**config.mk**
```make
export PLATFORM = sky130hd
export DESIGN_NAME = pfrt_ctrl
export DESIGN_NICKNAME = d
export VERILOG_FILES = /design/src/rtl/core/pfrt_pkg.sv /design/src/rtl/core/pfrt_ctrl.sv
export SDC_FILE = /design/constraint.sdc
export NUM_CORES = 1
export LEC_CHECK = 0
export BUFFER_PORTS_ARGS = -buffer_cell sky130_fd_sc_hd__buf_4
export CORE_AREA = 2 2 39 41
export CTS_CLUSTER_SIZE = 12
export DETAILED_ROUTE_END_ITERATION = 16
export DIE_AREA = 0 0 41 43
export PLACE_DENSITY = 0.68
export SYNTH_ARGS = -nofsm -noshare
export SYNTH_HDL_FRONTEND = slang
export SYNTH_SLANG_ARGS = --single-unit
export TNS_END_PERCENT = 30
```
**constraint.sdc**
```tcl
create_clock -name clk -period 1.9 [get_ports clk]
set_clock_uncertainty 0.15 [all_clocks]
set_input_delay 0.095 -clock clk [delete_from_list [all_inputs] [get_ports clk]]
set_output_delay 0.095 -clock clk [all_outputs]
set_load 0.05 [all_outputs]
```
**src/rtl/core/pfrt_pkg.sv**
```systemverilog
// Package for the packet filter rule table: command and status codes,
// request/response word types, rule storage type and controller types.
// No dependencies.
package pfrt_pkg;

    localparam logic [1:0] KIND_CHECK  = 2'd0;
    localparam logic [1:0] KIND_ADD    = 2'd1;
    localparam logic [1:0] KIND_REMOVE = 2'd2;

    localparam logic [1:0] HOOK_BAD = 2'd3;

    localparam logic [1:0] PROTO_ICMP  = 2'd2;
    localparam logic [1:0] PROTO_OTHER = 2'd3;

    localparam logic [1:0] STAT_DONE      = 2'd0;
    localparam logic [1:0] STAT_FULL      = 2'd1;
    localparam logic [1:0] STAT_BAD_HOOK  = 2'd2;
    localparam logic [1:0] STAT_NOT_FOUND = 2'd3;

    typedef struct packed {
        logic [1:0]  kind;
        logic [1:0]  hook;
        logic [1:0]  protocol;
        logic [31:0] src_addr;
        logic [31:0] dst_addr;
        logic [15:0] src_port;
        logic [15:0] dst_port;
        logic [31:0] src_mask;
        logic [31:0] dst_mask;
        logic [31:0] remove_id;
    } req_word_t;

    typedef struct packed {
        logic        drop;
        logic [1:0]  status;
        logic [31:0] assigned_id;
    } rsp_word_t;

    typedef struct packed {
        logic [31:0] ident;
        logic [31:0] src_addr;
        logic [31:0] src_mask;
        logic [31:0] dst_addr;
        logic [31:0] dst_mask;
        logic [15:0] src_port;
        logic [15:0] dst_port;
    } rule_t;

    typedef enum logic [1:0] {
        ST_IDLE,
        ST_ADD,
        ST_SCAN,
        ST_RESULT
    } ctrl_state_t;

    typedef struct packed {
        logic       drop;
        logic [1:0] status;
        logic       use_id;
    } res_t;

    typedef struct packed {
        logic load;
        logic step;
        logic scan;
        logic add_write;
        logic clear;
        logic out_load;
        res_t res;
    } ctrl_cmd_t;

    typedef struct packed {
        logic slot_free;
        logic at_last;
        logic hit;
        logic scan_end;
        logic out_free;
        logic is_remove;
    } dp_stat_t;

endpackage

```
**src/rtl/core/pfrt_ctrl.sv**
```systemverilog
// Controller state machine for the packet filter rule table.
// Depends on pfrt_pkg; drives pfrt_dp through ctrl_cmd_t, reads dp_stat_t.
module pfrt_ctrl (
    input  logic                clk,
    input  logic                rst_n,
    input  logic                req_valid,
    output logic                req_ready,
    input  logic [1:0]          req_kind,
    input  logic [1:0]          req_hook,
    input  logic [1:0]          req_proto,
    input  pfrt_pkg::dp_stat_t  stat,
    output pfrt_pkg::ctrl_cmd_t cmd
);
    import pfrt_pkg::*;

    ctrl_state_t state_reg, state_next;
    res_t        res_reg, res_next;

    always_ff @(posedge clk or negedge rst_n)
    begin
        if (!rst_n)
        begin
            state_reg <= ST_IDLE;
            res_reg   <= '0;
        end
        else
        begin
            state_reg <= state_next;
            res_reg   <= res_next;
        end
    end

    // next state
    always_comb
    begin
        state_next = state_reg;
        case (state_reg)
            ST_IDLE:
            begin
                if (req_valid)
                begin
                    case (req_kind)
                        KIND_CHECK:
                        begin
                            if (req_hook == HOOK_BAD || req_proto == PROTO_OTHER)
                                state_next = ST_RESULT;
                            else
                                state_next = ST_SCAN;
                        end
                        KIND_ADD:
                        begin
                            if (req_hook == HOOK_BAD)
                                state_next = ST_RESULT;
                            else
                                state_next = ST_ADD;
                        end
                        KIND_REMOVE: state_next = ST_SCAN;
                        default:     state_next = ST_RESULT;
                    endcase
                end
            end
            ST_ADD:
            begin
                if (stat.slot_free || stat.at_last)
                    state_next = ST_RESULT;
            end
            ST_SCAN:
            begin
                if (stat.hit || stat.scan_end)
                    state_next = ST_RESULT;
            end
            ST_RESULT:
            begin
                if (stat.out_free)
                    state_next = ST_IDLE;
            end
            default: state_next = ST_IDLE;
        endcase
    end

    // outputs
    always_comb
    begin
        cmd       = '0;
        res_next  = res_reg;
        req_ready = 1'b0;
        case (state_reg)
            ST_IDLE:
            begin
                req_ready = 1'b1;
                if (req_valid)
                begin
                    cmd.load = 1'b1;
                    case (req_kind)
                        KIND_CHECK:
                        begin
                            if (req_hook == HOOK_BAD)
                                res_next = '{drop: 1'b0, status: STAT_BAD_HOOK, use_id: 1'b0};
                            else if (req_proto == PROTO_OTHER)
                                res_next = '{drop: 1'b1, status: STAT_DONE, use_id: 1'b0};
                        end
                        KIND_ADD:
                        begin
                            if (req_hook == HOOK_BAD)
                                res_next = '{drop: 1'b0, status: STAT_BAD_HOOK, use_id: 1'b0};
                        end
                        KIND_REMOVE: ;
                        default:
                            res_next = '{drop: 1'b0, status: STAT_DONE, use_id: 1'b0};
                    endcase
                end
            end
            ST_ADD:
            begin
                if (stat.slot_free)
                begin
                    cmd.add_write = 1'b1;
                    res_next = '{drop: 1'b0, status: STAT_DONE, use_id: 1'b1};
                end
                else if (stat.at_last)
                    res_next = '{drop: 1'b0, status: STAT_FULL, use_id: 1'b0};
                else
                    cmd.step = 1'b1;
            end
            ST_SCAN:
            begin
                cmd.scan = 1'b1;
                cmd.step = 1'b1;
                if (stat.hit)
                begin
                    cmd.clear = stat.is_remove;
                    res_next  = '{drop: !stat.is_remove, status: STAT_DONE, use_id: 1'b0};
                end
                else if (stat.scan_end)
                begin
                    if (stat.is_remove)
                        res_next = '{drop: 1'b0, status: STAT_NOT_FOUND, use_id: 1'b0};
                    else
                        res_next = '{drop: 1'b0, status: STAT_DONE, use_id: 1'b0};
                end
            end
            ST_RESULT:
            begin
                cmd.res = res_reg;
                if (stat.out_free)
                    cmd.out_load = 1'b1;
            end
            default: ;
        endcase
    end

endmodule

```
==> flow_metrics.env <==
export IMPL_highest_signal_layer="met4"
export IMPL_fin_ws_ns=0.08727
export IMPL_netlist_area_um2=520.5
export IMPL_clock_latency_ns=0.24
export IMPL_drt_wirelength_per_cell_um=12.07
export IMPL_grtUsageTotal_pct=16.13
export IMPL_grt_overflow=0
export IMPL_synth_edf_count=0
export IMPL_dp_slack_ns=0.04411
export IMPL_utilization_pct=58.32
export IMPL_yosys_most_used_dff="dfrtp_1"
export IMPL_htreeDepth=1
export IMPL_worstSetupPathType="flop to flop"
export IMPL_synth_seq_area_share_pct=28.85
export IMPL_port_buffers=25
export IMPL_cts_buffer_depth=2
export IMPL_cts_tree="built"
export IMPL_clk_pin_slew_ns=0.04
export IMPL_fillCellCount=137
export IMPL_fin_nets=107
export IMPL_synth_avg_cell_area_um2=9.639
export IMPL_antenna_found_initial=0
export IMPL_dr_total_vias=504
export IMPL_rr_worst_depth=6
export IMPL_r2r_setup_slack_ns=0.09
export IMPL_drt_initial_drc_count=0
export IMPL_initial_core_util_pct=37.61
export IMPL_slew_violations=0
export IMPL_worstPathArrival_ns=1.78
export IMPL_route_detailed_drc=0
export IMPL_p_leak_nw=0.4149
export IMPL_r2r_end="res_reg[3]"
export IMPL_routed_wl_mm=1.231
export IMPL_fin_crit_ns=1.813
export IMPL_rsz0062_at_grt="true"
export IMPL_vdd_drop_max_mv=1.438
export IMPL_critPathMaxFanout=4
export IMPL_fp_dieH_um=43
export IMPL_synth_seq_cells=6
export IMPL_synthArstFlopShare_pct=100.0
export IMPL_hold_class="input pin to asynchronous set/reset pin"
export IMPL_relSlewSlack_pct=68.27
export IMPL_max_freq_mhz=551.7
export IMPL_grt_max_degree=8
export IMPL_wl_met1_um=480
export IMPL_outcome="finished, final reports clean"
export IMPL_rows=14
export IMPL_min_period_over_period_pct=95.41
export IMPL_die_w_um=41
export IMPL_tightestPinTransition_ns=0.4716
export IMPL_ios=26
export IMPL_drive_gt1_share_pct=50.00
export IMPL_cp_required_ns=1.87
export IMPL_setup_worst_path_end_class="flop"
export IMPL_layout_common_cells="27 x buf_4, 7 x and2_1, 6 x dfrtp_1"
export IMPL_n_antenna_cell=0
export IMPL_dpl_hpwl_mm=1.025
export IMPL_hold_viol=0
export IMPL_layout_commonest_cell="buf_4"
export IMPL_synthCells=54
export IMPL_powerDensity_mw_per_mm2=1734
export IMPL_largest_register_ffs=4
export IMPL_r2r_start="state_reg[0]"
export IMPL_globalplace_congestion=0.7939
export IMPL_clockRootBuffer="clkbuf_4"
export IMPL_syn_num_nets=73
export IMPL_dr_pass1_iters=1
export IMPL_drtAntennaViolNets=0
export IMPL_multi_input_area_um2=379.1
export IMPL_dieArea_mm2=0.001763
export IMPL_setup_viol=0
export IMPL_max_cap_viol_count=0
export IMPL_cp_start_kind="flop"
export IMPL_cts_sinks=6
export IMPL_grt_pass1_wl_mm=1.994
export IMPL_ff_latch_area_um2=150.1
export IMPL_route_met3_wl_um=70
export IMPL_core_mm2=0.001384
export IMPL_numCtsBuffers=3
export IMPL_drt_vias_per_instance=4.941
export IMPL_yosysWarnings=0
export IMPL_area_growth_pct=55.05
export IMPL_routed_wl_met2_um=660
export IMPL_ys_types=29
export IMPL_grt_pass1_vias=490
==> through the flow <==
step	power, mW	cells	hold slack [ns]	TNS, ns	instance area (µm²)
after global routing	1.507	102	0.06186	-0.1142	807.0
after detailed placement	1.184	96	-0.2445	0	740.7
final	1.399	102	0.04427	0	807.0
after floorplan	0.9326	54	-0.3506	0	525.5
after CTS	1.308	100	0.04307	0	773.2
after global placement	1.174	96	-0.2463	0	740.7
==> Yosys cell counts (2+ instances only) <==
master	n	area, µm²
nor2b_1	2	12.51
ha_1	4	50.05
mux2_1	3	33.78
and2_1	7	43.79
inv_1	3	11.26
nand2_1	4	15.01
dfrtp_1	6	150.1
nor2_1	2	7.510
o21ai_0	2	10.01
a21oi_1	2	10.01
==> kinds of logic after synthesis <==
kind of cell	Yosys count	synth area share, %
AO/OA/AOI/OAI	11	15.15
adder cells (fa/ha/maj)	4	9.616
buffers and inverters	3	2.163
flip-flops	6	28.85
multiplexers	4	8.413
AND/OR/NAND/NOR	26	35.82
==> routing by layer <==
layer,GRT usage [%],up-vias
met4,6.000,0
met1,20.20,230
met3,1.571,2
met5,0,-
met2,26.88,16
li1,-,256
==> worst max-delay path by stage <==
stage	start	end	slack, ns	cells past startpoint
after CTS	state_reg[1]	res_reg[3]	0.03	6
after detailed placement	state_reg[1]	res_reg[0]	0.04	6
after global placement	state_reg[0]	res_reg[3]	0.1	6
after global routing	state_reg[0]	res_reg[0]	-0.04	6
after floorplan	state_reg[0]	res_reg[0]	0.02	6
final	state_reg[0]	res_reg[3]	0.09	6
==> critical path, cell delays in order (launching register included) <==
cell and delay, ns:
dfrtp_1 0.37, inv_1 0.10, ha_2 0.34, nor2_2 0.05, a31oi_2 0.19, nand3_2 0.16, mux2_1 0.33
==> final cells by class <==
type,count,share of cell area (%)
flip-flops and latches,6,18.60
repair buffers,29,27.75
clock buffers,3,2.791
well taps,16,2.481
inverters,3,1.395
multi-input cells,45,46.98
==> what timing repair did <==
item	4_1_cts	5_1_grt
resized for setup	0	4
setup buffers	0	2
hold endpoints to repair	6	0
setup endpoints to repair	0	4
hold buffers	1	0
==> where the power goes <==
group | internal (mW) | switching, mW
Combinational | 0.462 | 0.605
Clock | 0.0713 | 0.0431
Sequential | 0.184 | 0.0332
Total | 0.718 | 0.681
Power figures use the tool's default switching activity.
